## config.mk

```make
export PLATFORM = sky130hd
export DESIGN_NAME = i2c_register_transaction_sequencer_unit_flat
export DESIGN_NICKNAME = d
export VERILOG_FILES = /design/src/sv/irts_pkg.sv /design/src/sv/irts_if.sv /design/src/sv/irts_step.sv /design/src/sv/i2c_register_transaction_sequencer_unit.sv /design/src/flat_wrapper.sv
export SDC_FILE = /design/constraint.sdc
export NUM_CORES = 1
export LEC_CHECK = 0
export BUFFER_PORTS_ARGS = -buffer_cell sky130_fd_sc_hd__buf_2
export CELL_PAD_IN_SITES_DETAIL_PLACEMENT = 0
export CELL_PAD_IN_SITES_GLOBAL_PLACEMENT = 1
export CORE_MARGIN = 2
export CORE_UTILIZATION = 40
export DETAILED_ROUTE_END_ITERATION = 16
export PLACE_DENSITY = 0.77
export SYNTH_ARGS = -nofsm -noshare
export SYNTH_HDL_FRONTEND = slang
export SYNTH_SLANG_ARGS = --single-unit
```

## constraint.sdc

```tcl
create_clock -name clock -period 3.5 [get_ports clock]
set_clock_uncertainty 0.15 [all_clocks]
set_input_delay 0.525 -clock clock [delete_from_list [all_inputs] [get_ports clock]]
set_output_delay 0.525 -clock clock [all_outputs]
set_load 0.02 [all_outputs]
```

## src/sv/irts_pkg.sv

```systemverilog
// Package with phase, command and flag codes and the structs shared by the sequencer files.
`timescale 1ns / 1ps

package irts_pkg;

   // Transaction phases
   typedef enum logic [3:0] {
      PH_IDLE      = 4'd0,
      PH_WAIT_STOP = 4'd1,
      PH_TX_START  = 4'd2,
      PH_CONFIRM   = 4'd3,
      PH_REG       = 4'd4,
      PH_DATA      = 4'd5,
      PH_RX_START  = 4'd6,
      PH_RX_DATA   = 4'd7,
      PH_DONE_OK   = 4'd8,
      PH_DONE_NACK = 4'd9
   } phase_type;

   // Command codes carried by each request
   typedef enum logic [1:0] {
      MODE_TICK  = 2'd0,
      MODE_WRITE = 2'd1,
      MODE_READ  = 2'd2,
      MODE_ABORT = 2'd3
   } mode_type;

   // Engine flag clear mask bits
   localparam logic [2:0] CLR_TX   = 3'b001;
   localparam logic [2:0] CLR_RX   = 3'b010;
   localparam logic [2:0] CLR_NACK = 3'b100;
   localparam logic [2:0] CLR_NONE = 3'b000;

   // Sequencer state held between transfers
   typedef struct packed {
      phase_type   phase;
      logic [6:0]  dev_id;
      logic [7:0]  reg_index;
      logic        is_read;
      logic [7:0]  data_byte;
   } state_type;

   // One request: command plus engine flag snapshot
   typedef struct packed {
      mode_type    mode;
      logic [6:0]  dev_id;
      logic [7:0]  reg_index;
      logic [7:0]  write_data;
      logic        stop_pending;
      logic        start_pending;
      logic        tx_ready;
      logic        rx_ready;
      logic        nack_seen;
      logic [7:0]  rx_byte;
   } req_type;

   // One response: status, phase and engine strobes
   typedef struct packed {
      logic        command_status;
      logic [3:0]  phase;
      logic [7:0]  read_data;
      logic        issue_start;
      logic        issue_stop;
      logic        set_receive;
      logic        set_transmit;
      logic        load_tx;
      logic [7:0]  tx_byte;
      logic [6:0]  target_address;
      logic [2:0]  clear_flags;
   } rsp_type;

endpackage

```

## src/sv/irts_if.sv

```systemverilog
// Valid/ready channel interfaces for sequencer requests and responses.
`timescale 1ns / 1ps

interface irts_req_if;
   logic        valid;
   logic        ready;
   logic [1:0]  mode;
   logic [6:0]  dev_id;
   logic [7:0]  reg_index;
   logic [7:0]  write_data;
   logic        stop_pending;
   logic        start_pending;
   logic        tx_ready;
   logic        rx_ready;
   logic        nack_seen;
   logic [7:0]  rx_byte;

   modport source (
      output valid, mode, dev_id, reg_index, write_data, stop_pending,
             start_pending, tx_ready, rx_ready, nack_seen, rx_byte,
      input  ready
   );
   modport sink (
      input  valid, mode, dev_id, reg_index, write_data, stop_pending,
             start_pending, tx_ready, rx_ready, nack_seen, rx_byte,
      output ready
   );
endinterface

interface irts_rsp_if;
   logic        valid;
   logic        ready;
   logic        command_status;
   logic [3:0]  phase;
   logic [7:0]  read_data;
   logic        issue_start;
   logic        issue_stop;
   logic        set_receive;
   logic        set_transmit;
   logic        load_tx;
   logic [7:0]  tx_byte;
   logic [6:0]  target_address;
   logic [2:0]  clear_flags;

   modport source (
      output valid, command_status, phase, read_data, issue_start, issue_stop,
             set_receive, set_transmit, load_tx, tx_byte, target_address,
             clear_flags,
      input  ready
   );
   modport sink (
      input  valid, command_status, phase, read_data, issue_start, issue_stop,
             set_receive, set_transmit, load_tx, tx_byte, target_address,
             clear_flags,
      output ready
   );
endinterface

```

## src/sv/irts_step.sv

```systemverilog
// Single phase step: next sequencer state and engine strobes for one request.
`timescale 1ns / 1ps

module irts_step (
   input  irts_pkg::state_type state_ff,
   input  irts_pkg::req_type   req,
   output irts_pkg::state_type state_in,
   output irts_pkg::rsp_type   rsp
);
   import irts_pkg::*;

   always_comb begin
      logic active;
      logic nack_err;

      active   = state_ff.phase inside {[PH_WAIT_STOP:PH_RX_DATA]};
      nack_err = 1'b0;
      state_in = state_ff;
      rsp      = '0;

      case (req.mode)
         MODE_WRITE, MODE_READ: begin
            // start refused while a transaction is running
            if (active) begin
               rsp.command_status = 1'b1;
            end else begin
               state_in.dev_id    = req.dev_id;
               state_in.reg_index = req.reg_index;
               state_in.is_read   = (req.mode == MODE_READ);
               state_in.data_byte = (req.mode == MODE_READ) ? 8'd0 : req.write_data;
               state_in.phase     = PH_WAIT_STOP;
            end
         end
         MODE_ABORT: begin
            if (active) begin
               rsp.issue_stop = 1'b1;
               state_in.phase = PH_IDLE;
            end
         end
         default: begin
            // poll tick: at most one phase step
            case (state_ff.phase)
               PH_WAIT_STOP: begin
                  if (!req.stop_pending) begin
                     rsp.clear_flags  = CLR_TX | CLR_RX | CLR_NACK;
                     rsp.set_transmit = 1'b1;
                     rsp.issue_start  = 1'b1;
                     state_in.phase   = PH_TX_START;
                  end
               end
               PH_TX_START: begin
                  if (req.tx_ready) begin
                     rsp.load_tx     = 1'b1;
                     rsp.tx_byte     = state_ff.reg_index;
                     rsp.clear_flags = CLR_TX;
                     state_in.phase  = PH_CONFIRM;
                  end
               end
               PH_CONFIRM: begin
                  if (!req.start_pending) begin
                     if (req.nack_seen) nack_err = 1'b1;
                     else               state_in.phase = PH_REG;
                  end
               end
               PH_REG: begin
                  if (req.nack_seen) begin
                     nack_err = 1'b1;
                  end else if (req.tx_ready) begin
                     if (state_ff.is_read) begin
                        rsp.set_receive = 1'b1;
                        rsp.issue_start = 1'b1;
                        state_in.phase  = PH_RX_START;
                     end else begin
                        rsp.load_tx     = 1'b1;
                        rsp.tx_byte     = state_ff.data_byte;
                        rsp.clear_flags = CLR_TX;
                        state_in.phase  = PH_DATA;
                     end
                  end
               end
               PH_DATA: begin
                  if (req.nack_seen) begin
                     nack_err = 1'b1;
                  end else if (req.tx_ready) begin
                     rsp.clear_flags = CLR_TX;
                     rsp.issue_stop  = 1'b1;
                     state_in.phase  = PH_DONE_OK;
                  end
               end
               PH_RX_START: begin
                  if (req.nack_seen) begin
                     nack_err = 1'b1;
                  end else if (!req.start_pending) begin
                     rsp.issue_stop = 1'b1;
                     state_in.phase = PH_RX_DATA;
                  end
               end
               PH_RX_DATA: begin
                  if (req.nack_seen) begin
                     nack_err = 1'b1;
                  end else if (req.rx_ready) begin
                     state_in.data_byte = req.rx_byte;
                     rsp.clear_flags    = CLR_RX;
                     state_in.phase     = PH_DONE_OK;
                  end
               end
               default: begin
                  // idle and done phases hold
               end
            endcase

            // NACK ends the transaction with a stop
            if (nack_err) begin
               rsp.issue_start  = 1'b0;
               rsp.set_receive  = 1'b0;
               rsp.load_tx      = 1'b0;
               rsp.tx_byte      = 8'd0;
               rsp.issue_stop   = 1'b1;
               rsp.clear_flags  = CLR_NACK;
               state_in.phase   = PH_DONE_NACK;
            end
         end
      endcase

      // fields that follow the new state
      rsp.phase          = state_in.phase;
      rsp.target_address = state_in.dev_id;
      rsp.read_data      = (state_in.phase == PH_DONE_OK && state_in.is_read)
                           ? state_in.data_byte : 8'd0;
   end

endmodule

```

## src/sv/i2c_register_transaction_sequencer_unit.sv

```systemverilog
// Top level of the I2C register transaction sequencer.
// Each request transfer (a start write, start read, abort or a poll tick with
// the engine's flag snapshot) is turned into one response transfer carrying
// the command status, the new phase and the strobes for the I2C master
// engine. A request is taken every clock: the phase step is combinational
// logic on the request and the held state, and its response is registered
// in the output register on the request transfer. The output register lets
// the next request in while the current response is being taken, so
// sustained rate is one item per clock; the request side stalls only while
// a response is held and the sink is not ready.
`timescale 1ns / 1ps

module i2c_register_transaction_sequencer_unit (
   input logic       clock,
   input logic       reset,
   irts_req_if.sink  req_if,
   irts_rsp_if.source rsp_if
);
   import irts_pkg::*;

   state_type state_ff;
   state_type state_in;
   req_type   req;
   rsp_type   rsp_in;
   rsp_type   rsp_ff;
   logic      rsp_valid_ff;
   logic      req_take;

   // gather the request payload
   always_comb begin
      req.mode          = mode_type'(req_if.mode);
      req.dev_id        = req_if.dev_id;
      req.reg_index     = req_if.reg_index;
      req.write_data    = req_if.write_data;
      req.stop_pending  = req_if.stop_pending;
      req.start_pending = req_if.start_pending;
      req.tx_ready      = req_if.tx_ready;
      req.rx_ready      = req_if.rx_ready;
      req.nack_seen     = req_if.nack_seen;
      req.rx_byte       = req_if.rx_byte;
   end

   irts_step u_step (
      .state_ff (state_ff),
      .req      (req),
      .state_in (state_in),
      .rsp      (rsp_in)
   );

   // accept while the output register is free or being drained
   assign req_if.ready = !rsp_valid_ff || rsp_if.ready;
   assign req_take     = req_if.valid && req_if.ready;

   // sequencer state
   always_ff @(posedge clock) begin
      if (reset) begin
         state_ff.phase     <= PH_IDLE;
         state_ff.dev_id    <= 7'd0;
         state_ff.reg_index <= 8'd0;
         state_ff.is_read   <= 1'b0;
         state_ff.data_byte <= 8'd0;
      end else if (req_take) begin
         state_ff <= state_in;
      end
   end

   // output register
   always_ff @(posedge clock) begin
      if (reset) begin
         rsp_valid_ff <= 1'b0;
      end else if (req_take) begin
         rsp_valid_ff <= 1'b1;
      end else if (rsp_if.ready) begin
         rsp_valid_ff <= 1'b0;
      end
   end

   always_ff @(posedge clock) begin
      if (req_take) begin
         rsp_ff <= rsp_in;
      end
   end

   // drive the response channel
   assign rsp_if.valid          = rsp_valid_ff;
   assign rsp_if.command_status = rsp_ff.command_status;
   assign rsp_if.phase          = rsp_ff.phase;
   assign rsp_if.read_data      = rsp_ff.read_data;
   assign rsp_if.issue_start    = rsp_ff.issue_start;
   assign rsp_if.issue_stop     = rsp_ff.issue_stop;
   assign rsp_if.set_receive    = rsp_ff.set_receive;
   assign rsp_if.set_transmit   = rsp_ff.set_transmit;
   assign rsp_if.load_tx        = rsp_ff.load_tx;
   assign rsp_if.tx_byte        = rsp_ff.tx_byte;
   assign rsp_if.target_address = rsp_ff.target_address;
   assign rsp_if.clear_flags    = rsp_ff.clear_flags;

endmodule

```

## src/flat_wrapper.sv

```systemverilog
// flat-port wrapper written by rule: the top's interface ports become plain ports
module i2c_register_transaction_sequencer_unit_flat import irts_pkg::*;
  (clock, reset, req_if_valid, req_if_mode, req_if_dev_id, req_if_reg_index, req_if_write_data, req_if_stop_pending, req_if_start_pending, req_if_tx_ready, req_if_rx_ready, req_if_nack_seen, req_if_rx_byte, req_if_ready, rsp_if_valid, rsp_if_command_status, rsp_if_phase, rsp_if_read_data, rsp_if_issue_start, rsp_if_issue_stop, rsp_if_set_receive, rsp_if_set_transmit, rsp_if_load_tx, rsp_if_tx_byte, rsp_if_target_address, rsp_if_clear_flags, rsp_if_ready);
  irts_req_if req_if_i ();
  irts_rsp_if rsp_if_i ();
  input logic clock;
  input logic reset;
  input wire logic [$bits(req_if_i.valid)-1:0] req_if_valid;
  input wire logic [$bits(req_if_i.mode)-1:0] req_if_mode;
  input wire logic [$bits(req_if_i.dev_id)-1:0] req_if_dev_id;
  input wire logic [$bits(req_if_i.reg_index)-1:0] req_if_reg_index;
  input wire logic [$bits(req_if_i.write_data)-1:0] req_if_write_data;
  input wire logic [$bits(req_if_i.stop_pending)-1:0] req_if_stop_pending;
  input wire logic [$bits(req_if_i.start_pending)-1:0] req_if_start_pending;
  input wire logic [$bits(req_if_i.tx_ready)-1:0] req_if_tx_ready;
  input wire logic [$bits(req_if_i.rx_ready)-1:0] req_if_rx_ready;
  input wire logic [$bits(req_if_i.nack_seen)-1:0] req_if_nack_seen;
  input wire logic [$bits(req_if_i.rx_byte)-1:0] req_if_rx_byte;
  output wire logic [$bits(req_if_i.ready)-1:0] req_if_ready;
  output wire logic [$bits(rsp_if_i.valid)-1:0] rsp_if_valid;
  output wire logic [$bits(rsp_if_i.command_status)-1:0] rsp_if_command_status;
  output wire logic [$bits(rsp_if_i.phase)-1:0] rsp_if_phase;
  output wire logic [$bits(rsp_if_i.read_data)-1:0] rsp_if_read_data;
  output wire logic [$bits(rsp_if_i.issue_start)-1:0] rsp_if_issue_start;
  output wire logic [$bits(rsp_if_i.issue_stop)-1:0] rsp_if_issue_stop;
  output wire logic [$bits(rsp_if_i.set_receive)-1:0] rsp_if_set_receive;
  output wire logic [$bits(rsp_if_i.set_transmit)-1:0] rsp_if_set_transmit;
  output wire logic [$bits(rsp_if_i.load_tx)-1:0] rsp_if_load_tx;
  output wire logic [$bits(rsp_if_i.tx_byte)-1:0] rsp_if_tx_byte;
  output wire logic [$bits(rsp_if_i.target_address)-1:0] rsp_if_target_address;
  output wire logic [$bits(rsp_if_i.clear_flags)-1:0] rsp_if_clear_flags;
  input wire logic [$bits(rsp_if_i.ready)-1:0] rsp_if_ready;
  assign req_if_i.valid = req_if_valid;
  assign req_if_i.mode = req_if_mode;
  assign req_if_i.dev_id = req_if_dev_id;
  assign req_if_i.reg_index = req_if_reg_index;
  assign req_if_i.write_data = req_if_write_data;
  assign req_if_i.stop_pending = req_if_stop_pending;
  assign req_if_i.start_pending = req_if_start_pending;
  assign req_if_i.tx_ready = req_if_tx_ready;
  assign req_if_i.rx_ready = req_if_rx_ready;
  assign req_if_i.nack_seen = req_if_nack_seen;
  assign req_if_i.rx_byte = req_if_rx_byte;
  assign req_if_ready = req_if_i.ready;
  assign rsp_if_valid = rsp_if_i.valid;
  assign rsp_if_command_status = rsp_if_i.command_status;
  assign rsp_if_phase = rsp_if_i.phase;
  assign rsp_if_read_data = rsp_if_i.read_data;
  assign rsp_if_issue_start = rsp_if_i.issue_start;
  assign rsp_if_issue_stop = rsp_if_i.issue_stop;
  assign rsp_if_set_receive = rsp_if_i.set_receive;
  assign rsp_if_set_transmit = rsp_if_i.set_transmit;
  assign rsp_if_load_tx = rsp_if_i.load_tx;
  assign rsp_if_tx_byte = rsp_if_i.tx_byte;
  assign rsp_if_target_address = rsp_if_i.target_address;
  assign rsp_if_clear_flags = rsp_if_i.clear_flags;
  assign rsp_if_i.ready = rsp_if_ready;
  i2c_register_transaction_sequencer_unit u_core (.clock(clock), .reset(reset), .req_if(req_if_i), .rsp_if(rsp_if_i));
endmodule
```

==> results of run 1 <==
==> state kept, by name, indices dropped and copies added, names as in the netlist <==
| register | count |
|---|---|
| u_core.rsp_if.set_transmit | 1 |
| u_core.rsp_if.phase | 4 |
| u_core.rsp_if.tx_byte | 8 |
| u_core.rsp_if.issue_start | 1 |
| u_core.rsp_if.command_status | 1 |
| u_core.rsp_if.clear_flags | 3 |
| u_core.state_ff | 28 |
| u_core.rsp_if.load_tx | 1 |
| u_core.rsp_if.valid | 1 |
| u_core.rsp_if.set_receive | 1 |
| u_core.rsp_if.read_data | 8 |
| u_core.rsp_if.issue_stop | 1 |
| u_core.rsp_if.target_address | 7 |
==> kinds of logic after synthesis <==
kind of cell	count (synthesis)
flip-flops	65
buffers and inverters	29
AND/OR/NAND/NOR	117
multiplexers	9
adder cells (fa/ha/maj)	5
XOR/XNOR	1
AO/OA/AOI/OAI	83
==> stage by stage <==
stage	setup WS [ns]	hold WS [ns]	cells
6_report	0.864	0.268	491
3_3_place_gp	0.866	0.289	475
4_1_cts	0.852	0.259	491
5_1_grt	0.501	0.260	491
2_1_floorplan	0.688	0.283	309
3_5_place_dp	0.757	0.297	475
==> final cells by class <==
| class | instances | area, sq um | share of cell area [%] |
|---|---|---|---|
| clock inverter | 7 | 85.1 | 2.25 |
| inverter | 11 | 41.3 | 1.09 |
| sequential | 65 | 1660 | 43.9 |
| timing repair buffer | 82 | 418 | 11.0 |
| tap | 102 | 128 | 3.37 |
| multi-input combinational | 215 | 1330 | 35.1 |
| clock buffer | 9 | 124 | 3.27 |
==> how the worst max path moves through the flow <==
stage,cells past startpoint,startpoint,end
floorplan,4,rsp_if_ready,u_core.rsp_if.clear_flags[0]
global placement,8,req_if_mode[0],u_core.rsp_if.read_data[5]
detailed placement,8,req_if_mode[0],u_core.rsp_if.read_data[4]
CTS,6,u_core.state_ff[25],u_core.rsp_if.read_data[4]
global route,6,u_core.state_ff[25],u_core.rsp_if.read_data[0]
finish,6,u_core.state_ff[25],u_core.rsp_if.read_data[1]
==> where the power goes <==
group | switching, W | internal, W
registers | 0.0000261 | 0.000852
logic | 0.000152 | 0.0000921
clock network | 0.000280 | 0.000393
==> worst reg2reg max path: stages (launching register included) <==
cell      delay, ns
dfxtp_1        0.71
nor4bb_1       0.20
and3b_1        0.32
or3_4          0.41
o31ai_4        0.26
nand3_4        0.17
nor3_1         0.23
==> layer usage <==
metal / wire length, um / vias up
met5: 0 / -
met3: 552 / 9
met2: 3480 / 102
met4: 115 / 0
li1: - / 1279
met1: 3360 / 1211
==> placed cells by master (no fill, tap or decap), types with 4 or more instances in the layout <==
cell type / n
edfxtp_1: 36
a21oi_1: 32
a211oi_1: 9
nand4_1: 4
inv_1: 10
a22o_1: 8
dfxtp_1: 29
mux2_2: 8
ha_1: 5
nand2_1: 42
nor2_1: 31
clkbuf_8: 9
nor3_1: 8
a22oi_1: 8
buf_2: 79
==> run metrics, run 1 <==
root buffer cell=clkbuf_8; Leak=~1.5 nW; Post-Synth Simple-Gate Area=18.8%; CP peak stage delay=around 0.71 ns; share of post-route cells with drive strength above 1=between 30% and 40%; buffers plus inverters on the worst setup path=0; EDFF count, synth=36; achievable clock frequency=approximately 380 MHz; R2R cell count=6; post-CTS resize count=0; multiplexer area fraction after synthesis=around 3.2%; Worst Hold Class=in -> reg; GRT met3 Usage=a little under 6%; Synth Register Bits=65; Critical R2R Capture=u_core.rsp_if.read_data[1]; CP top delay family=simple AND/OR/NAND/NOR gates; global-route wire length before repair=~12 mm; DP Wirelength=5.34 mm; syn avg cell area=10.1 sq um; worst path arrival time=roughly 2.7 ns; CTS buffer count=9; compound-cell area share of the yosys netlist=about 18%; hold path cells=3; Routed WL per cell=15.3 um; most common cell in the netlist=nand2_1; Slew headroom=53.8%; DRC=0; # Max-Cap Violations=0; met2 Usage GRT=~28%; Power Density=roughly 470 nW/um^2; Iter 0 DRT Violations=between 200 and 300; Yosys top cell area share=34.5%; CTS H-tree lvls=3; area post-placement=around 3600 sq um; final hold violations=0; met1 Track Usage GR=24.5%; DR vias/cell=approximately 5.3; WHS Endpoint=u_core.state_ff[10]; Final Cycle Share=75.3%; FF-to-FF Start=u_core.state_ff[25]; status=completed; initial antenna violation count=0; port bufs=79; # rows=32; clock buffer depth=2; layout net count=roughly 430; RSZ-0062 raised after global routing=false; clock tree sinks=65; Vert. Die Dim=approximately 93 um; TNS Setup=0 ns; starting density of the core=between 40% and 50%; fin area=3790 sq um; Async SR Flop Fraction=0%; Crit Path Class=reg -> reg; minimum clock period=between 2 and 3 ns; number of diodes=0; GR Overflow Total=0; syn nets=roughly 360; largest family of logic cells by synthesized area=simple AND/OR/NAND/NOR gates; Hold Crit Start=req_if_reg_index[1]; Layout Utilization=49.5%; area leader, netlist=edfxtp_1; Final Max Tran Viols=0; worst slew pin tran=about 0.68 ns; layer with the highest usage=met2; Core Area=between 7000 and 8000 sq um; Slowest-stage cell, CP=dfxtp_1; Area Growth Syn to Fin=20.9%; synth warn=0; CP required=3.52 ns; Post-Synth XOR/XNOR Area=less than 1%; Die W=about 93 um; crit-path max FO=17; die area=between 8000 and 9000 sq um; Setup crit start kind=register; Cell Area, Synth=3130 sq um; top cells by count, synth=nand2_1 (42), edfxtp_1 (36), a21oi_1 (32); clock transition at the registers of the reported paths=roughly 0.070 ns; GRT Total Usage=roughly 18%; vias=~2600; sequential fraction of the synthesis area=a little over half; # hold bufs at CTS=0; crit-path cells=nor4bb_1 -> and3b_1 -> or3_4 -> o31ai_4 -> nand3_4 -> nor3_1; post-detailed-route count of antenna-violating nets=0; setup repair bufs after CTS=0; final setup violation count=0; final wirelength=about 7.5 mm; cells after synthesis=roughly 300; adder-cell area share of the yosys netlist=under 10%; drt first pass iters=6; Worst setup EP type=register; Max rail drop VDD=0.291 mV; Clk Latency, worst-skew pair=~0.34 ns; Reg2Reg Setup Slack=between 0.8 and 0.9 ns; synth top area cells=edfxtp_1 (35%), dfxtp_1 (19%), a21oi_1 (5.1%); vias in the first global route=around 2400; post-layout power=roughly 0.0018 W; largest net degree at the start of global routing=35; fillers=742; TritonCTS clock tree=built; Synth Flop Type=edfxtp_1; I/O pins=80; Placer Congestion=just under 0.9; Netlist cell types=56
Note: power is estimated with default switching activity, not from simulation.
==> run 2: changes to the inputs <==
--- a/config.mk
+++ b/config.mk
@@ -5,13 +5,14 @@
 export SDC_FILE = /design/constraint.sdc
 export NUM_CORES = 1
 export LEC_CHECK = 0
+export ABC_AREA = 1
 export BUFFER_PORTS_ARGS = -buffer_cell sky130_fd_sc_hd__buf_2
 export CELL_PAD_IN_SITES_DETAIL_PLACEMENT = 0
 export CELL_PAD_IN_SITES_GLOBAL_PLACEMENT = 1
 export CORE_MARGIN = 2
-export CORE_UTILIZATION = 40
+export CORE_UTILIZATION = 39
 export DETAILED_ROUTE_END_ITERATION = 16
-export PLACE_DENSITY = 0.77
+export PLACE_DENSITY = 0.78
 export SYNTH_ARGS = -nofsm -noshare
 export SYNTH_HDL_FRONTEND = slang
 export SYNTH_SLANG_ARGS = --single-unit
==> constraint.sdc (replaced) <==
create_clock -name clock -period 2.5 [get_ports clock]
set_clock_uncertainty 0.15 [all_clocks]
set_input_delay 0.375 -clock clock [delete_from_list [all_inputs] [get_ports clock]]
set_output_delay 0.375 -clock clock [all_outputs]
set_load 0.02 [all_outputs]
==> run metrics, run 2 <==
Worst setup EP type=register; # Max-Cap Violations=0 (unchanged); Yosys top cell area share=34.2% (-0.33 points); # hold bufs at CTS=0 (unchanged); Combinational Power Share=16.7% (+3.1 points); Async SR Flop Fraction=0% (unchanged); cells after synthesis=373 (+21%); Crit Path Class=reg -> reg; crit-path cells=inv_4 -> nand2_1 -> nor2_2 -> nand2_1 -> nand2_1 -> nor2_1 -> nand2_1 -> nand2_2 -> nand2_2 -> nor2_2 -> nand3_2 -> nor2_1; CP peak stage delay=0.62 ns (-0.09 ns); commonest non-fill, non-tap cell in the layout=buf_2; Core Area=7810 sq um (+2.1%); clock tree sinks=65 (unchanged); CTS buffer count=9 (unchanged); Die W=94.1 um (+1.7%); Synth Register Bits=65 (unchanged); fillers=759 (+2.3%); Worst Hold Class=in -> reg; worst slew pin tran=0.500 ns (-0.185 ns); DRC=0 (unchanged); Placer Congestion=0.859 (-4.0%); vias=2805 (+7.8%); CP Depth=12 (+6); Final Max Tran Viols=0 (unchanged); Iter 0 DRT Violations=191 (-28%); CTS H-tree lvls=3 (unchanged); CP top delay family=simple AND/OR/NAND/NOR gates; placed cell count=548 (+15%); final setup violation count=0 (unchanged); Vert. Die Dim=94.1 um (+1.7%); Slowest-stage cell, CP=dfxtp_1; layout net count=504 (+17%); Max rail drop VDD=0.333 mV (+14%); top cells by count, synth=nand2_1 (67), a21oi_1 (40), o21ai_0 (40); initial antenna violation count=0 (unchanged); Biggest register=u_core.state_ff; DR vias/cell=4.97 (-6.1%); # rows=32 (unchanged); clock buffer depth=2 (unchanged); global-route wire length before repair=12.8 mm (+6.4%); minimum clock period=2.16 ns (-0.477 ns); worst path arrival time=2.20 ns (-0.45 ns); syn nets=420 (+18%); R2R cell count=12 (+6); Sw Share=28.5% (+3.0 points); RSZ-0062 raised after global routing=false; TritonCTS clock tree=built; crit-path max FO=8 (-9); P_int=0.00195 W (+46%); area leader, netlist=edfxtp_1; Final Non-Filler Cells=564 (+15%); Layout Utilization=50.0% (+0.51 points); largest net degree at the start of global routing=26 (-26%); CP required=2.54 ns (-0.98 ns); DP Wirelength=5.79 mm (+8.4%); post-detailed-route count of antenna-violating nets=0 (unchanged); syn avg cell area=8.48 sq um (-16%); setup repair bufs after CTS=0 (unchanged); synth top area cells=edfxtp_1 (34%), dfxtp_1 (18%), nand2_1 (8.0%); die area=8850 sq um (+3.4%); Final Cycle Share=86.3% (+11 points); part of the power in registers=45.9% (-3.0 points); final hold violations=0 (unchanged); sequential fraction of the synthesis area=52.5% (-0.50 points); drt first pass iters=5 (-1); most common cell in the netlist=nand2_1; starting density of the core=40.5% (-0.46 points); pre-CTS setup slack=0.350 ns (-0.407 ns); post-layout power=0.00273 W (+52%); Routed WL per cell=14.1 um (-7.8%); post-layout worst setup margin=0.341 ns (-0.523 ns); GR Overflow Total=0 (unchanged); Area Growth Syn to Fin=23.5%; vias in the first global route=2572 (+7.9%); root buffer cell=clkbuf_8; Clk pwr share=37.4% (about the same); synth warn=0 (unchanged); GRT Total Usage=19.0% (+0.71 points); Leak=1.74 nW (+15%); number of diodes=0 (unchanged); post-CTS resize count=0 (unchanged); achievable clock frequency=463 MHz (+22%); Cell Area, Synth=3160 sq um (+0.96%); share of post-route cells with drive strength above 1=27.5% (-2.6 points); clock transition at the registers of the reported paths=0.08 ns (about the same); Synth Flop Type=edfxtp_1; Clk Latency, worst-skew pair=0.34 ns (about the same); Setup crit start kind=register; buffers plus inverters on the worst setup path=1 (+1); Netlist cell types=30 (-46%); hold path cells=3 (unchanged); Power Density=699 nW/um^2 (+48%); most frequent cell on the critical path=nand2_1; final wirelength=7.96 mm (+5.9%); most frequent cells in the layout=buf_2 (79), nand2_1 (67), o21ai_0 (40), a21oi_1 (40), nor2_1 (37); TNS Setup=0 ns (unchanged); I/O pins=80 (unchanged); Slew headroom=66.6% (+13 points); EDFF count, synth=36 (unchanged); status=completed; port bufs=79 (unchanged); max reg flops=28 (unchanged); sw power=0.000779 W (+70%)
## run 2: cell types whose count changed after synthesis, sizes merged, moves of 5 or more
cell / before / now
a211oi: 9 / 1
a21oi: 32 / 40
a22o: 8 / 0
clkbuf: 13 / 8
inv: 11 / 39
mux2: 8 / 0
nand2: 42 / 76
nand3: 4 / 31
nor2: 31 / 45
nor3: 10 / 1
o21ai: 5 / 41
## run 2: power groups by stage
stage / Sequential, W / Combinational (W) / Clock, W
finish: 0.00125 / 0.000455 / 0.00102
global route: 0.00126 / 0.000510 / 0.00109
CTS: 0.00125 / 0.000456 / 0.00104
detailed placement: 0.00128 / 0.000454 / 0
global placement: 0.00128 / 0.000452 / 0
floorplan: 0.00132 / 0.000256 / 0
## run 2: worst paths after layout
path | startpoint | endpoint | slack (ns)
max | u_core.state_ff[27] | u_core.rsp_if.read_data[7] | 0.34
max reg2reg | u_core.state_ff[27] | u_core.rsp_if.read_data[7] | 0.34
min | req_if_reg_index[2] | u_core.state_ff[11] | 0.15
min reg2reg | u_core.state_ff[17] | u_core.state_ff[17] | 0.30
## run 2: through the flow
step           hold slack [ns]  area, sq um
2_1_floorplan            0.274         3160
3_5_place_dp             0.289         3680
5_1_grt                  0.141         3910
6_report                 0.152         3910
3_3_place_gp             0.284         3680
4_1_cts                  0.140         3910
## run 2: cell type report
class	instances	area [sq um]	share of cell area [%]
sequential	65	1660	42.5
multi-input combinational	255	1290	32.9
timing repair buffer	87	455	11.7
inverter	39	149	3.81
clock buffer	10	138	3.52
tap	102	128	3.27
clock inverter	6	90.1	2.31
## run 2: cells by family after synthesis
kind of cell,count (synthesis),synth area share (%)
buffers and inverters,53,6.80
AO/OA/AOI/OAI,95,16.2
adder cells (fa/ha/maj),5,1.98
AND/OR/NAND/NOR,155,22.5
flip-flops,65,52.5
## run 2: routing by layer
layer	global-route usage, %	wire length (um)
met1	27.8	3910
met2	27.2	3400
met4	5.80	76
met5	0	0
met3	5.22	571
## run 2: tightest hold or removal path, stage by stage
cell	delay, ns
buf_2	0.10
nand3_1	0.07
a21oi_1	0.06
